File: src/hw/rtl/pftd_pkg.sv
// ---------------------------------------------------------------------------
// pftd_pkg: shared types and constants for the prime filter
// Value width, request classes and the queue entry between front and back.
// ---------------------------------------------------------------------------
package pftd_pkg;

	// Width of one matrix element, two's complement
	localparam int VALUE_BITS = 32;

	// Depth of the queue between front and back
	localparam int QUEUE_DEPTH = 2;

	// Class given to a request by the front
	localparam logic [1:0] CLS_NOT_PRIME = 2'd0;
	localparam logic [1:0] CLS_PRIME     = 2'd1;
	localparam logic [1:0] CLS_TRIAL     = 2'd2;

	typedef struct packed {
		logic [VALUE_BITS-1:0] value;
		logic                  last_element;
		logic [1:0]            cls;
	} pftd_entry_t;

	// Push side of the queue
	typedef struct packed {
		logic        valid;
		pftd_entry_t entry;
	} pftd_push_t;

	// Head of the queue as seen by the back
	typedef struct packed {
		logic        avail;
		pftd_entry_t entry;
	} pftd_head_t;

endpackage

File: src/hw/rtl/pftd_if.sv
// ---------------------------------------------------------------------------
// pftd_if: element and result channels of the prime filter
// Valid/ready channels; a request moves on an edge with both high.
// ---------------------------------------------------------------------------

// Element channel: value to test and end-of-matrix mark
interface pftd_elem_if;
	import pftd_pkg::*;

	logic                         valid;
	logic                         ready;
	logic signed [VALUE_BITS-1:0] value;
	logic                         last_element;

	modport source (output valid, output value, output last_element, input ready);
	modport sink   (input valid, input value, input last_element, output ready);
endinterface

// Result channel: value passed through, prime flag, end-of-matrix mark
interface pftd_res_if;
	import pftd_pkg::*;

	logic                         valid;
	logic                         ready;
	logic signed [VALUE_BITS-1:0] tested_value;
	logic                         is_prime;
	logic                         last_result;

	modport source (output valid, output tested_value, output is_prime,
		output last_result, input ready);
	modport sink   (input valid, input tested_value, input is_prime,
		input last_result, output ready);
endinterface

File: src/hw/rtl/pftd_front.sv
// ---------------------------------------------------------------------------
// pftd_front: accepts elements and sorts out the trivial cases
// Negative, small and even values are settled here; odd values from five
// upward are marked for trial division in the back.
// ---------------------------------------------------------------------------
module pftd_front (
	pftd_elem_if.sink            elem,
	input  logic                 q_full,
	output pftd_pkg::pftd_push_t push
);
	import pftd_pkg::*;

	logic [VALUE_BITS-1:0] v;
	logic [1:0]            cls;

	assign v = elem.value;

	// Classification of the incoming value
	always_comb begin
		if (v[VALUE_BITS-1] || (v < VALUE_BITS'(2))) begin
			cls = CLS_NOT_PRIME;
		end else if (v < VALUE_BITS'(4)) begin
			cls = CLS_PRIME;
		end else if (!v[0]) begin
			cls = CLS_NOT_PRIME;
		end else begin
			cls = CLS_TRIAL;
		end
	end

	// Accept whenever the queue has room
	assign elem.ready              = !q_full;
	assign push.valid              = elem.valid && !q_full;
	assign push.entry.value        = v;
	assign push.entry.last_element = elem.last_element;
	assign push.entry.cls          = cls;

endmodule

File: src/hw/rtl/pftd_fifo.sv
// ---------------------------------------------------------------------------
// pftd_fifo: short queue between front and back
// Register-based ring with a fill count; head is shown without a pop.
// ---------------------------------------------------------------------------
module pftd_fifo (
	input  logic                 clk,
	input  logic                 arst_n,
	input  pftd_pkg::pftd_push_t push,
	output logic                 full,
	input  logic                 pop,
	output pftd_pkg::pftd_head_t head
);
	import pftd_pkg::*;

	localparam int PTR_W = (QUEUE_DEPTH > 1) ? $clog2(QUEUE_DEPTH) : 1;
	localparam int CNT_W = $clog2(QUEUE_DEPTH + 1);

	pftd_entry_t      mem_q [QUEUE_DEPTH];
	logic [PTR_W-1:0] wr_ptr_q;
	logic [PTR_W-1:0] rd_ptr_q;
	logic [CNT_W-1:0] count_q;
	logic             do_push;
	logic             do_pop;

	assign full       = (count_q == CNT_W'(QUEUE_DEPTH));
	assign do_push    = push.valid && !full;
	assign do_pop     = pop && (count_q != '0);
	assign head.avail = (count_q != '0);
	assign head.entry = mem_q[rd_ptr_q];

	// Storage, no reset needed
	always_ff @(posedge clk) begin
		if (do_push) begin
			mem_q[wr_ptr_q] <= push.entry;
		end
	end

	// Pointers and fill count
	always_ff @(posedge clk or negedge arst_n) begin
		if (!arst_n) begin
			wr_ptr_q <= '0;
			rd_ptr_q <= '0;
			count_q  <= '0;
		end else begin
			if (do_push) begin
				wr_ptr_q <= (wr_ptr_q == PTR_W'(QUEUE_DEPTH - 1)) ? '0 : wr_ptr_q + 1'b1;
			end
			if (do_pop) begin
				rd_ptr_q <= (rd_ptr_q == PTR_W'(QUEUE_DEPTH - 1)) ? '0 : rd_ptr_q + 1'b1;
			end
			if (do_push && !do_pop) begin
				count_q <= count_q + 1'b1;
			end else if (!do_push && do_pop) begin
				count_q <= count_q - 1'b1;
			end
		end
	end

endmodule

File: src/hw/rtl/pftd_back.sv
// ---------------------------------------------------------------------------
// pftd_back: trial division engine and result register
// Tries odd divisors k = 3, 5, ... while k*k <= value, with a bit-serial
// restoring remainder unit; k*k is kept by increments of 4k+4.
// ---------------------------------------------------------------------------
module pftd_back (
	input  logic                 clk,
	input  logic                 arst_n,
	input  pftd_pkg::pftd_head_t head,
	output logic                 pop,
	pftd_res_if.source           res
);
	import pftd_pkg::*;

	localparam int SQ_W  = VALUE_BITS + 1;
	localparam int BIT_W = $clog2(VALUE_BITS);

	localparam logic [1:0] ST_IDLE  = 2'd0;
	localparam logic [1:0] ST_BOUND = 2'd1;
	localparam logic [1:0] ST_DIV   = 2'd2;
	localparam logic [1:0] ST_EMIT  = 2'd3;

	logic [1:0]            st_q;
	logic [VALUE_BITS-1:0] v_q;
	logic                  last_q;
	logic                  prime_q;
	logic [VALUE_BITS-1:0] k_q;
	logic [SQ_W-1:0]       sq_q;
	logic [VALUE_BITS-1:0] r_q;
	logic [BIT_W-1:0]      bit_q;

	logic                  res_valid_q;
	logic [VALUE_BITS-1:0] res_value_q;
	logic                  res_prime_q;
	logic                  res_last_q;

	logic                  slot_free;
	logic                  take_head;
	logic                  load_res;
	logic [VALUE_BITS-1:0] load_value;
	logic                  load_prime;
	logic                  load_last;
	logic [VALUE_BITS:0]   r_sh;
	logic [VALUE_BITS:0]   r_diff;
	logic [VALUE_BITS-1:0] r_next;
	logic [SQ_W-1:0]       sq_step;

	assign slot_free = !res_valid_q || res.ready;

	// Pop: trial requests start at once, settled ones need a free result slot
	assign take_head = (st_q == ST_IDLE) && head.avail &&
		((head.entry.cls == CLS_TRIAL) || slot_free);
	assign pop = take_head;

	// One remainder step
	assign r_sh   = {r_q, v_q[bit_q]};
	assign r_diff = r_sh - {1'b0, k_q};
	assign r_next = (r_sh >= {1'b0, k_q}) ? r_diff[VALUE_BITS-1:0] : r_sh[VALUE_BITS-1:0];

	// (k+2)^2 - k^2
	assign sq_step = SQ_W'({k_q, 2'b00}) + SQ_W'(4);

	// Result load, either straight from the queue or at the end of a trial
	always_comb begin
		load_res   = 1'b0;
		load_value = v_q;
		load_prime = prime_q;
		load_last  = last_q;
		if (take_head && (head.entry.cls != CLS_TRIAL)) begin
			load_res   = 1'b1;
			load_value = head.entry.value;
			load_prime = (head.entry.cls == CLS_PRIME);
			load_last  = head.entry.last_element;
		end else if ((st_q == ST_EMIT) && slot_free) begin
			load_res = 1'b1;
		end
	end

	// Sequencer
	always_ff @(posedge clk or negedge arst_n) begin
		if (!arst_n) begin
			st_q <= ST_IDLE;
		end else begin
			case (st_q)
				ST_IDLE: begin
					if (take_head && (head.entry.cls == CLS_TRIAL)) begin
						st_q <= ST_BOUND;
					end
				end
				ST_BOUND: begin
					st_q <= (sq_q > {1'b0, v_q}) ? ST_EMIT : ST_DIV;
				end
				ST_DIV: begin
					if (bit_q == '0) begin
						st_q <= (r_next == '0) ? ST_EMIT : ST_BOUND;
					end
				end
				ST_EMIT: begin
					if (slot_free) begin
						st_q <= ST_IDLE;
					end
				end
				default: begin
					st_q <= ST_IDLE;
				end
			endcase
		end
	end

	// Datapath of the trial division
	always_ff @(posedge clk) begin
		case (st_q)
			ST_IDLE: begin
				v_q     <= head.entry.value;
				last_q  <= head.entry.last_element;
				k_q     <= VALUE_BITS'(3);
				sq_q    <= SQ_W'(9);
				prime_q <= 1'b1;
			end
			ST_BOUND: begin
				r_q   <= '0;
				bit_q <= BIT_W'(VALUE_BITS - 1);
			end
			ST_DIV: begin
				r_q   <= r_next;
				bit_q <= bit_q - 1'b1;
				if (bit_q == '0) begin
					if (r_next == '0) begin
						prime_q <= 1'b0;
					end else begin
						k_q  <= k_q + VALUE_BITS'(2);
						sq_q <= sq_q + sq_step;
					end
				end
			end
			default: begin
			end
		endcase
	end

	// Output register
	always_ff @(posedge clk or negedge arst_n) begin
		if (!arst_n) begin
			res_valid_q <= 1'b0;
		end else if (load_res) begin
			res_valid_q <= 1'b1;
		end else if (res.ready) begin
			res_valid_q <= 1'b0;
		end
	end

	always_ff @(posedge clk) begin
		if (load_res) begin
			res_value_q <= load_value;
			res_prime_q <= load_prime;
			res_last_q  <= load_last;
		end
	end

	assign res.valid        = res_valid_q;
	assign res.tested_value = res_value_q;
	assign res.is_prime     = res_prime_q;
	assign res.last_result  = res_last_q;

endmodule

File: src/hw/rtl/prime_filter_trial_division.sv
// ---------------------------------------------------------------------------
// prime_filter_trial_division: primality test of a stream of elements
// Front classifier, short queue and trial division back end.
// ---------------------------------------------------------------------------
// Use:
//   elem  - valid/ready channel of signed VALUE_BITS-bit matrix elements in
//           row order, with last_element marking the final one.
//   res   - valid/ready channel, one result per element, in order: the value,
//           is_prime and last_result copied from last_element.
// Flow:
//   Negative, 0, 1, 2, 3 and even values are settled by the front; the result
//   goes through the queue into the result register when the back is free.
//   An odd value v from five upward is tried against odd divisors k from three
//   while k*k <= v, stopping at the first that divides v; each divisor takes a
//   bound check and a pass of the bit-serial remainder unit in the back, one
//   quotient bit a cycle. The back takes no new element until the result is loaded.
//   The queue holds two elements so the front keeps accepting while the
//   back works or a result waits.
// Reset: clears the queue, the sequencer and the result valid; no other state.
// Stall: a result waits in the output register while res.ready is low; the
//   back holds once it has another result to load, the queue fills and elem.ready drops.
// ---------------------------------------------------------------------------
module prime_filter_trial_division (
	input  logic       clk,
	input  logic       arst_n,
	pftd_elem_if.sink  elem,
	pftd_res_if.source res
);
	import pftd_pkg::*;

	pftd_push_t push;
	pftd_head_t head;
	logic       q_full;
	logic       pop;

	pftd_front u_front (
		.elem   (elem),
		.q_full (q_full),
		.push   (push)
	);

	pftd_fifo u_fifo (
		.clk    (clk),
		.arst_n (arst_n),
		.push   (push),
		.full   (q_full),
		.pop    (pop),
		.head   (head)
	);

	pftd_back u_back (
		.clk    (clk),
		.arst_n (arst_n),
		.head   (head),
		.pop    (pop),
		.res    (res)
	);

endmodule

File: src/flat_wrapper.sv
// flat-port wrapper written by rule: the top's interface ports become plain ports
module prime_filter_trial_division_flat import pftd_pkg::*;
  (clk, arst_n, elem_valid, elem_value, elem_last_element, elem_ready, res_valid, res_tested_value, res_is_prime, res_last_result, res_ready);
  pftd_elem_if elem_i ();
  pftd_res_if res_i ();
  input  logic clk;
  input  logic arst_n;
  input wire logic [$bits(elem_i.valid)-1:0] elem_valid;
  input wire logic [$bits(elem_i.value)-1:0] elem_value;
  input wire logic [$bits(elem_i.last_element)-1:0] elem_last_element;
  output wire logic [$bits(elem_i.ready)-1:0] elem_ready;
  output wire logic [$bits(res_i.valid)-1:0] res_valid;
  output wire logic [$bits(res_i.tested_value)-1:0] res_tested_value;
  output wire logic [$bits(res_i.is_prime)-1:0] res_is_prime;
  output wire logic [$bits(res_i.last_result)-1:0] res_last_result;
  input wire logic [$bits(res_i.ready)-1:0] res_ready;
  assign elem_i.valid = elem_valid;
  assign elem_i.value = elem_value;
  assign elem_i.last_element = elem_last_element;
  assign elem_ready = elem_i.ready;
  assign res_valid = res_i.valid;
  assign res_tested_value = res_i.tested_value;
  assign res_is_prime = res_i.is_prime;
  assign res_last_result = res_i.last_result;
  assign res_i.ready = res_ready;
  prime_filter_trial_division u_core (.clk(clk), .arst_n(arst_n), .elem(elem_i), .res(res_i));
endmodule
File: config.mk
export PLATFORM = sky130hd
export DESIGN_NAME = prime_filter_trial_division_flat
export DESIGN_NICKNAME = d
export VERILOG_FILES = /design/src/hw/rtl/pftd_pkg.sv /design/src/hw/rtl/pftd_if.sv /design/src/hw/rtl/pftd_front.sv /design/src/hw/rtl/pftd_fifo.sv /design/src/hw/rtl/pftd_back.sv /design/src/hw/rtl/prime_filter_trial_division.sv /design/src/flat_wrapper.sv
export SDC_FILE = /design/constraint.sdc
export NUM_CORES = 1
export LEC_CHECK = 0
export BUFFER_PORTS_ARGS = -buffer_cell sky130_fd_sc_hd__buf_2
export CAP_MARGIN = 0
export CELL_PAD_IN_SITES_DETAIL_PLACEMENT = 0
export CELL_PAD_IN_SITES_GLOBAL_PLACEMENT = 1
export CORE_MARGIN = 10
export CORE_UTILIZATION = 47
export CTS_BUF_LIST = sky130_fd_sc_hd__clkbuf_8
export CTS_CLUSTER_SIZE = 30
export DETAILED_ROUTE_END_ITERATION = 8
export GPL_ROUTABILITY_DRIVEN = 0
export PLACE_DENSITY = 0.9
export RECOVER_POWER = 50
export SLEW_MARGIN = 15
export SYNTH_ARGS = -nofsm -noshare
export SYNTH_HDL_FRONTEND = slang
export SYNTH_HIERARCHICAL = 1
export SYNTH_SLANG_ARGS = --single-unit
File: constraint.sdc
create_clock -name clk -period 5.8 [get_ports clk]
set_clock_uncertainty 0.2 [all_clocks]
set_input_delay 0.29 -clock clk [delete_from_list [all_inputs] [get_ports clk]]
set_output_delay 0.29 -clock clk [all_outputs]
set_load 0.02 [all_outputs]
==> results of run 1 <==
==> how the worst max path moves through the flow <==
stage                                  endpoint  depth (start not counted)                   start  slack (ps)
final                      u_core/u_back/k_q[8]                         20  u_core/u_back/bit_q[0]         380
after global routing      u_core/u_back/k_q[21]                         20  u_core/u_back/bit_q[0]          -3
after CTS                  u_core/u_back/k_q[8]                         20  u_core/u_back/bit_q[0]         260
after detailed placement   u_core/u_back/k_q[7]                         20  u_core/u_back/bit_q[0]         330
after global placement    u_core/u_back/sq_q[7]                         20  u_core/u_back/bit_q[0]         500
after floorplan           u_core/u_back/k_q[10]                         20  u_core/u_back/bit_q[0]         360
==> cell usage after synthesis, drive strengths merged (3+ instances only) <==
| master | number |
|---|---|
| a211oi | 8 |
| a21boi | 4 |
| a21o | 23 |
| a21oi | 83 |
| a22oi | 7 |
| a311o | 3 |
| a311oi | 3 |
| a31oi | 9 |
| and2 | 12 |
| and3 | 10 |
| and4 | 5 |
| buf | 45 |
| clkbuf | 26 |
| dfrtp | 7 |
| edfxtp | 236 |
| ha | 125 |
| inv | 97 |
| mux2 | 40 |
| mux2i | 28 |
| nand2 | 101 |
| nand2b | 17 |
| nand3 | 28 |
| nand3b | 3 |
| nand4 | 23 |
| nand4b | 3 |
| nor2 | 141 |
| nor2b | 20 |
| nor3 | 20 |
| nor3b | 3 |
| nor4 | 23 |
| nor4b | 3 |
| o2111ai | 4 |
| o211ai | 7 |
| o21a | 12 |
| o21ai | 72 |
| o21bai | 9 |
| o31ai | 10 |
| or2 | 6 |
| or3 | 5 |
| or4 | 3 |
| xnor2 | 57 |
| xor2 | 24 |
==> layer usage <==
layer  global-route usage [%]  part of all wire [%]  wire length (um)
met1                    22.83                    43             15280
met2                    31.20                    49             17490
met5                        0                     0                 0
met4                    6.646                   2.8               994
met3                    2.809                   5.4              1922
==> per-stage QoR <==
stage	setup slack, ps	util (%)
2_1_floorplan	359.3	-
3_3_place_gp	499.3	49.49
3_5_place_dp	334.4	49.49
4_1_cts	261.5	53.08
5_1_grt	-2.721	52.52
6_report	378.8	52.52
==> worst min-delay path, cell delays in order <==
cell and delay [ps]:
buf_2 90, nor2b_1 130, nand2_1 150, xnor2_1 80
==> repair_timing <==
| action | 4_1_cts | 5_1_grt |
|---|---|---|
| resized for setup | 0 | 4 |
| endpoints found under the setup margin | 0 | 61 |
| hold buffers | 35 | 0 |
| endpoints found under the hold margin | 77 | 0 |
==> cell families (layout without fill, tap and decap cells) <==
family | after synthesis | in the layout | synth area share, %
muxes | 68 | 68 | 5.536
adders and majority gates | 127 | 127 | 10.58
buffers and inverters | 169 | 297 | 5.668
DFF | 243 | 243 | 47.89
AOI/OAI and AO/OA | 272 | 272 | 11.68
xor gates and xnor gates | 81 | 81 | 4.678
and+or+nand+nor | 429 | 429 | 13.97
==> registers in the layout, summed over array words and instances (netlist names), 2 cells and up <==
name / cells
u_core/u_back/k_q: 31
u_core/u_back/bit_q: 5
u_core/u_back/r_q: 32
u_core/u_fifo/mem_q: 70
u_core/u_back/v_q: 32
u_core/u_fifo/count_q: 2
u_core/u_back/st_q: 2
u_core/u_back/res.tested_value: 32
u_core/u_back/sq_q: 30
==> placed cells by master, fill, tap and decap left out, types with 6 or more instances in the layout <==
master         netlist  final
mux2i_1             28     28
mux2_1               0     31
ha_1               125    125
and2_1              12     11
nand2b_1            17     17
clkinv_2             0      8
o21ai_0             67     67
o21a_1              12     12
a211oi_1             7      7
inv_1               97    103
nand3_1             28     28
a31oi_1              7      7
buf_4               34      8
o31ai_1             10      9
xnor2_1             57     57
nor4_1              17     19
clkbuf_1            26     74
nor3_1              20     19
dlygate4sd3_1        0     35
nand4_1             23     23
a21oi_1             82     82
nand2_1            100    100
nor2b_1             20     20
o211ai_1             6      6
dfrtp_1              7      7
clkinv_1             1     15
nor2_1             141    139
clkbuf_8             0     43
xor2_1              24     24
a22oi_1              7      7
o21bai_1             9      9
edfxtp_1           236    236
and3_1              10     10
a21o_1              23     23
==> cell type report <==
class	count	area share [%]
clock buffers	43	3.553
repair buffers	122	4.507
flip-flops and latches	243	43.59
clock inverters	34	1.187
inverters	98	2.208
multi-input cells	977	41.93
well taps	402	3.019
==> run_results.csv, run 1 <==
group,metric,value,unit
run_status,outcome,"finished with violations",
run_status,violations,"capacitance limit, slew limit",
sta,hold_viol_final,0,
grt,track_usage,18.23,%
floorplan,rows,65,
sta,fin_crit,5421,ps
critical_path,cpMaxStageDelayCell,"fa_1",
critical_path,cp.arrival,5440,ps
drt,drt_iter0_markers,882,
sta,holdWs,27.63,ps
finish,nets,1648,
grt,grt_pass1_vias,11100,
finish,diodes,0,
drt,drc,0,
synthesis,synth-edff-count,236,
critical_path,path_cells,"buf_12 -> mux2i_1 -> a22oi_1 -> nand3_1 -> a21boi_2 -> nor2_1 -> fa_1 -> nand2b_1 -> a211oi_1 -> o22ai_2 -> o221ai_4 -> a41oi_1 -> o31ai_2 -> a221oi_1 -> nor4b_1 -> nand4b_1 -> nor4_2 -> o22ai_2 -> and2_2 -> buf_16",
sta,max_freq,184.5,MHz
clock_tree,clkLatencyLatePin,560,ps
floorplan,dieWidth,199.6,um
finish,drive_gt1_share,7.317,%
synthesis,synth_area,15160,sq um
clock_tree,cts_tree,"yes",
synthesis,synthFlopType,"edfxtp_1",
synthesis,ys_seq_area_share,47.89,%
critical_path,crit_buf_inv,2,
critical_path,cp-end-kind,"flip-flop",
floorplan,io_pins,73,
finish,multi_input_area,6985,sq um
floorplan,die_h,199.6,um
critical_path,cp_top_family,"compound AO/OA/AOI/OAI gates",
synthesis,yosysTopAreaCell,"edfxtp_1",
sta,setup_viol,0,
sta,tightest_slew,2356,ps
synthesis,ys_seq_elements,243,
synthesis,async_flop_share,2.881,%
synthesis,yosysUniqueCellTypes,81,
clock_tree,ctsRootBufferMaster,"clkbuf_8",
finish,fillers,2810,
synthesis,yosys.area.top_type_share,46.73,%
clock_tree,cts-buffers-inserted,42,
grt,antenna_found_initial,0,
drt,final_antenna_net_count,0,
grt,grt_pass1_wl,58.17,mm
finish,seq_area,7262,sq um
place,dpl_cell_area,15700,sq um
clock_tree,cts.clk_slew.worst_paths,60,ps
clock_tree,cts_sinks,243,
synthesis,synth_top_cells_by_area,"edfxtp_1 47%, ha_1 10%, nor2_1 3.5%",
critical_path,path_class,"reg2reg",
drt,first_pass_iters,6,
sta,finalSetupTns,0,ps
sta,slew_violations,141,
critical_path,worst_ep_required_time,5810,ps
worst_hold_path,hp-start,"elem_valid",
critical_path,path_max_fanout,61,
grt,grt-ovfl-total,0,
synthesis,syn_avg_cell_area,10.92,sq um
worst_hold_path,holdPathStages,4,
sta,period_share,93.47,%
critical_path,start_kind,"flip-flop",
synthesis,syn_nets,1553,
finish,fin_area,16660,sq um
clock_tree,postCtsSetupRepairBufs,0,
worst_hold_path,hold_class,"in2reg",
floorplan,fp.coreArea,31720,sq um
sta,slew_headroom,-57.06,%
critical_path,reg2reg_slack,380,ps
clock_tree,htreeDepth,2,
clock_tree,cts_buffer_depth,3,
floorplan,die_area,39850,sq um
run,cap_viol_max_count,4,
finish,syn2layout_area_growth,9.852,%
grt,grt_max_degree,88,
synthesis,ys_warn_count,6,
place,portBuffers,72,
synthesis,synth_cells,1389,
drt,avgViaCountPerCell,5.652,
critical_path,reg2reg_from,"u_core/u_back/bit_q[0]",
worst_hold_path,worstHoldEndpoint,"u_core/u_fifo/wr_ptr_q",
drt,vias,10850,
drt,wire_per_inst,18.60,um
place,dp.cells,1807,
critical_path,cpPeakStageDelay,420,ps
critical_path,worst-r2r-cell-count,20,
drt,wl,35.69,mm
finish,fin_cells,1919,
floorplan,initial_utilization,47.81,%
critical_path,cpMostUsedCell,"o22ai_2",
place,dp_hpwl,26.29,mm
critical_path,timing.rr.end,"u_core/u_back/k_q[8]",
Power of run 1 is left out: the tool's default activity adds up to more than one toggle a clock period on the data nets, which glitch-free logic cannot reach.
==> run 2, diff against run 1 <==
--- a/config.mk
+++ b/config.mk
@@ -15,10 +15,9 @@
 export CTS_CLUSTER_SIZE = 30
 export DETAILED_ROUTE_END_ITERATION = 8
 export GPL_ROUTABILITY_DRIVEN = 0
-export PLACE_DENSITY = 0.9
+export PLACE_DENSITY = 0.91
 export RECOVER_POWER = 50
 export SLEW_MARGIN = 15
 export SYNTH_ARGS = -nofsm -noshare
 export SYNTH_HDL_FRONTEND = slang
-export SYNTH_HIERARCHICAL = 1
 export SYNTH_SLANG_ARGS = --single-unit
==> run_results.csv, run 2 <==
group,metric,value,unit
finish,final_common_cell,"edfxtp_1",
critical_path,start_kind,"flip-flop",
clock_tree,cts_tree,"yes",
critical_path,worst_ep_required_time,5830,ps
grt,busiest_layer,"met2",
drt,drc,0,
finish,fin_util,53.69,%
synthesis,yosysTopAreaCell,"edfxtp_1",
clock_tree,cts_buffer_depth,3,
floorplan,io_pins,73,
finish,nets,1681,
place,portBuffers,72,
synthesis,synth_area,15030,sq um
synthesis,yosys.area.top_type_share,47.14,%
synthesis,ys_seq_elements,243,
worst_hold_path,holdPathStages,4,
drt,first_pass_iters,5,
finish,syn2layout_area_growth,12.69,%
synthesis,synthTopCellsByCount,"236 x edfxtp_1, 127 x nor2_1, 126 x ha_1",
critical_path,worst-r2r-cell-count,19,
synthesis,async_flop_share,2.881,%
drt,final_antenna_net_count,0,
clock_tree,cts_sinks,243,
synthesis,ys_warn_count,0,
clock_tree,clkLatencyLatePin,570,ps
critical_path,cp-end-kind,"flip-flop",
synthesis,synth.most_common_cell,"edfxtp_1",
critical_path,path_max_fanout,61,
sta,period_share,93.18,%
finish,top_register,"u_core.u_fifo.mem_q",
synthesis,synthFlopType,"edfxtp_1",
synthesis,synth_top_cells_by_area,"edfxtp_1 47%, ha_1 10%, xnor2_1 3.3%",
synthesis,synth-edff-count,236,
worst_hold_path,hold_class,"in2reg",
drt,avgViaCountPerCell,5.817,
grt,antenna_found_initial,3,
finish,largest_reg_flops,70,
sta,setup_viol,0,
grt,grt_max_degree,66,
run,cap_viol_max_count,5,
sta,finalSetupTns,0,ps
place,dp_hpwl,27.47,mm
sta,slew_violations,182,
drt,wire_per_inst,19.46,um
synthesis,yosysUniqueCellTypes,80,
grt,track_usage,19.14,%
sta,holdWs,27.65,ps
worst_hold_path,hp-start,"res_ready",
sta,rsz0062_at_grt,"no",
finish,drive_gt1_share,6.783,%
synthesis,syn_avg_cell_area,10.74,sq um
sta,fin_crit,5405,ps
sta,slew_headroom,-111.5,%
drt,wl,37.99,mm
finish,layout_common_cells,"236 x edfxtp_1, 127 x nor2_1, 126 x ha_1",
grt,grtUsageMet1,23.63,%
clock_tree,cts.clk_slew.worst_paths,60,ps
critical_path,cp.arrival,5430,ps
grt,grt_pass1_wl,60.62,mm
synthesis,syn_nets,1565,
synthesis,ys_seq_area_share,48.30,%
grt,globalRouteMet3Util,2.771,%
floorplan,dieWidth,198.9,um
synthesis,synth_cells,1400,
grt,grt-ovfl-total,0,
critical_path,startpoint,"u_core.u_back.bit_q[0]",
drt,vias,11360,
floorplan,rows,65,
floorplan,die_area,39540,sq um
clock_tree,htreeDepth,2,
finish,fillers,2701,
floorplan,die_h,198.9,um
critical_path,reg2reg_from,"u_core.u_back.bit_q[0]",
grt,grt_pass1_vias,11340,
critical_path,path_class,"reg2reg",
sta,max_freq,185.0,MHz
floorplan,fp.coreArea,31560,sq um
run_status,outcome,"finished with violations",
sta,hold_viol_final,0,
floorplan,initial_utilization,47.64,%
run_status,violations,"capacitance limit, slew limit",
clock_tree,cts-buffers-inserted,42,
drt,drt_iter0_markers,1089,
sta,tightest_slew,3161,ps
clock_tree,ctsRootBufferMaster,"clkbuf_8",
grt,grt_use_met2,33.22,%
-- run 2: final timing paths --
check | end | slack (ps)
worst min register to register | u_core.u_fifo.wr_ptr_q | 300
min in group asynchronous | u_core.u_fifo.count_q[0] | 570
worst min-delay path | u_core.u_fifo.rd_ptr_q | 30
worst max-delay path | u_core.u_back.k_q[1] | 400
max in group asynchronous | u_core.u_back.st_q[1] | 4490
worst max register to register | u_core.u_back.k_q[1] | 400
-- run 2: area by class of cell --
cell class                      instances  area, sq um  share of cell area [%]
Antenna cell                            2        5.005                 0.02954
Clock buffer                           48        660.6                   3.899
Clock inverter                         28        205.2                   1.211
Inverter                               87        326.6                   1.927
Multi-Input combinational cell       1021         7249                   42.79
Sequential cell                       243         7262                   42.86
Tap cell                              402        503.0                   2.969
Timing Repair Buffer                  121        730.7                   4.313
-- run 2: cells by family (layout without fill, tap and decap cells) --
group	count (synthesis)	in the layout	share of synthesized area, %
AO/OA/AOI/OAI	304	304	13.64
multiplexers	65	65	4.644
AND/OR/NAND/NOR	452	452	14.95
flip-flops	243	243	48.30
buffers and inverters	136	284	3.520
adder cells (fa/ha/maj)	128	128	10.75
XOR/XNOR	72	72	4.194
other	0	2	0
-- run 2: what timing repair did --
| item | 4_1_cts | 5_1_grt |
|---|---|---|
| hold buffers | 36 | 0 |
| setup buffers | 0 | 0 |
| endpoints found under the setup margin | 0 | 61 |
| resized for setup | 0 | 1 |
| hold endpoints to repair | 78 | 0 |
-- run 2: stage by stage --
step / instance area, sq um / worst slack [ps] / cells
global placement: 15820 / 517.0 / 1838
CTS: 17050 / 281.8 / 1950
floorplan: 15030 / 228.1 / 1400
finish: 16940 / 395.4 / 1952
detailed placement: 15820 / 324.5 / 1838
global route: 16940 / 47.27 / 1952
-- run 2: per-layer routing --
layer  vias to the layer above  part of all wire (%)
li1                       5474                     -
met1                      5493                    42
met2                       305                    49
met3                        81                   5.1
met4                         2                   2.9
met5                         -                 0.034
-- run 2: worst max-delay path: stages, from the launching register on --
cell and delay, ps:
edfxtp_1 410, buf_12 190, mux2i_1 160, a22oi_1 210, nand3_1 120, a21boi_2 310, nor2_1 200, fa_1 420
nand2b_1 180, a21oi_1 220, o22a_4 240, nand3_2 120, a31oi_1 240, o21ai_0 210, a2111oi_4 350, nand4b_1 230
a2111oi_4 360, nor2_2 70, o31a_2 340, buf_6 270
Power of run 2 is left out for the same reason.
==> run 3, diff against run 2 <==
--- a/config.mk
+++ b/config.mk
@@ -5,7 +5,7 @@
 export SDC_FILE = /design/constraint.sdc
 export NUM_CORES = 1
 export LEC_CHECK = 0
-export BUFFER_PORTS_ARGS = -buffer_cell sky130_fd_sc_hd__buf_2
+export BUFFER_PORTS_ARGS = -buffer_cell sky130_fd_sc_hd__buf_4
 export CAP_MARGIN = 0
 export CELL_PAD_IN_SITES_DETAIL_PLACEMENT = 0
 export CELL_PAD_IN_SITES_GLOBAL_PLACEMENT = 1
==> run_results.csv, run 3 (synthesis results as in run 2) <==
group,metric,value,unit
worst_hold_path,holdPathStages,4,
floorplan,rows,65,
grt,grt_pass1_wl,62.29,mm
floorplan,fp.coreArea,31560,sq um
sta,tightest_slew,2458,ps
worst_hold_path,hp-start,"res_ready",
drt,vias,11620,
finish,syn2layout_area_growth,11.97,%
critical_path,path_class,"reg2reg",
critical_path,reg2reg_from,"u_core.u_back.bit_q[0]",
grt,antenna_found_initial,1,
run,cap_viol_max_count,4,
drt,drt_iter0_markers,1021,
finish,layout_common_cells,"236 x edfxtp_1, 126 x nor2_1, 126 x ha_1",
sta,slew_violations,146,
worst_hold_path,hold_class,"in2reg",
clock_tree,cts.clk_slew.worst_paths,60,ps
finish,drive_gt1_share,6.027,%
sta,setup_viol,0,
clock_tree,clkLatencyLatePin,560,ps
critical_path,cpMaxStageDelayCell,"o31a_4",
clock_tree,cts_tree,"yes",
critical_path,start_kind,"flip-flop",
place,dp_hpwl,28.06,mm
clock_tree,htreeDepth,2,
drt,wl,38.88,mm
sta,fin_crit,5431,ps
run_status,outcome,"finished with violations",
critical_path,cp-end-kind,"flip-flop",
sta,max_freq,184.1,MHz
run_status,violations,"capacitance limit, slew limit",
sta,finalSetupTns,0,ps
grt,grt_pass1_vias,11460,
sta,rsz0062_at_grt,"no",
drt,avgViaCountPerCell,5.972,
clock_tree,postCtsSetupRepairBufs,0,
drt,wire_per_inst,19.98,um
finish,largest_reg_flops,70,
critical_path,worst_ep_required_time,5870,ps
clock_tree,ctsRootBufferMaster,"clkbuf_8",
floorplan,initial_utilization,47.64,%
grt,grt-ovfl-total,0,
sta,slew_headroom,-63.85,%
finish,fillers,2700,
floorplan,die_h,198.9,um
grt,track_usage,19.74,%
place,portBuffers,72,
critical_path,path_max_fanout,25,
clock_tree,cts_buffer_depth,3,
clock_tree,cts-buffers-inserted,40,
floorplan,die_area,39540,sq um
drt,drc,0,
critical_path,startpoint,"u_core.u_back.bit_q[0]",
finish,final_common_cell,"edfxtp_1",
drt,first_pass_iters,5,
floorplan,io_pins,73,
grt,grt_max_degree,65,
critical_path,path_cells,"buf_12 -> mux2i_1 -> a22oi_1 -> nand4b_1 -> a21oi_2 -> nor2_1 -> fa_1 -> nand2b_1 -> a21oi_1 -> o22a_4 -> nand3_2 -> a31oi_1 -> o21ai_0 -> a2111oi_4 -> nand4b_1 -> a2111oi_4 -> nor2_2 -> o31a_4 -> buf_12",
critical_path,worst-r2r-cell-count,19,
finish,top_register,"u_core.u_fifo.mem_q",
critical_path,cp.arrival,5500,ps
sta,period_share,93.65,%
floorplan,dieWidth,198.9,um
sta,hold_viol_final,0,
critical_path,cpPeakStageDelay,490,ps
drt,final_antenna_net_count,0,
clock_tree,cts_sinks,243,
finish,nets,1682,
## run 3: cell types whose count changed in the layout (fill, tap and decap cells not counted), moves of 2 or more
| cell | before | now |
|---|---|---|
| inv_1 | 95 | 97 |
| clkinv_2 | 7 | 4 |
| buf_2 | 4 | 0 |
| clkbuf_4 | 0 | 2 |
| clkbuf_8 | 48 | 40 |
| buf_4 | 6 | 10 |
| clkinv_1 | 5 | 10 |
## run 3: path summary, 6_finish.rpt
check | endpoint | slack, ps
min in group asynchronous | u_core.u_back.res.valid | 570
hold reg to reg | u_core.u_fifo.count_q[1] | 320
hold / removal | u_core.u_fifo.rd_ptr_q | 40
setup reg to reg | u_core.u_back.sq_q[9] | 370
setup / recovery | u_core.u_back.sq_q[9] | 370
max in group asynchronous | u_core.u_back.st_q[1] | 4500
## run 3: what timing repair did
action	CTS	global route
endpoints found under the setup margin	0	42
hold buffers	36	0
endpoints found under the hold margin	78	0
gates resized for setup	0	1
## run 3: area by class of cell
type                    instances  area (sq um)  area share (%)
clock inverters                28         156.4          0.9291
repair buffers                124         768.2           4.564
diodes                          1         2.502         0.01487
inverters                      87         326.6           1.940
flip-flops and latches        243          7262           43.14
multi-input cells            1021          7264           43.15
well taps                     402         503.0           2.988
clock buffers                  40         550.5           3.270
## run 3: critical path: cells and delay by family (launching register included)
family          cells  cell delay (ps)
simple gates        6              950
buf+inv             2              420
compound gates      9             2560
mux                 1              130
fa+ha+maj           1              430
flops               1              420
## run 3: per-layer routing
| layer | GRT usage (%) | wire (um) | vias to the layer above |
|---|---|---|---|
| met5 | 0 | 0 | - |
| met4 | 6.838 | 1143 | 0 |
| li1 | - | - | 5462 |
| met3 | 2.484 | 2134 | 73 |
| met1 | 24.81 | 16370 | 5637 |
| met2 | 34.19 | 19230 | 449 |
## run 3: through the flow
stage | area, sq um | cells | hold WS, ps | utilization (%) | setup WS (ps)
floorplan | 15030 | 1400 | -205.6 | - | 228.1
global placement | 16030 | 1841 | -69.62 | 50.81 | 484.1
detailed placement | 16030 | 1841 | -70.56 | 50.81 | 361.9
CTS | 17100 | 1945 | 9.324 | 54.20 | 280.0
global route | 16830 | 1946 | 54.50 | 53.35 | 71.53
finish | 16830 | 1946 | 35.07 | 53.35 | 368.6
Power of run 3 is left out for the same reason.
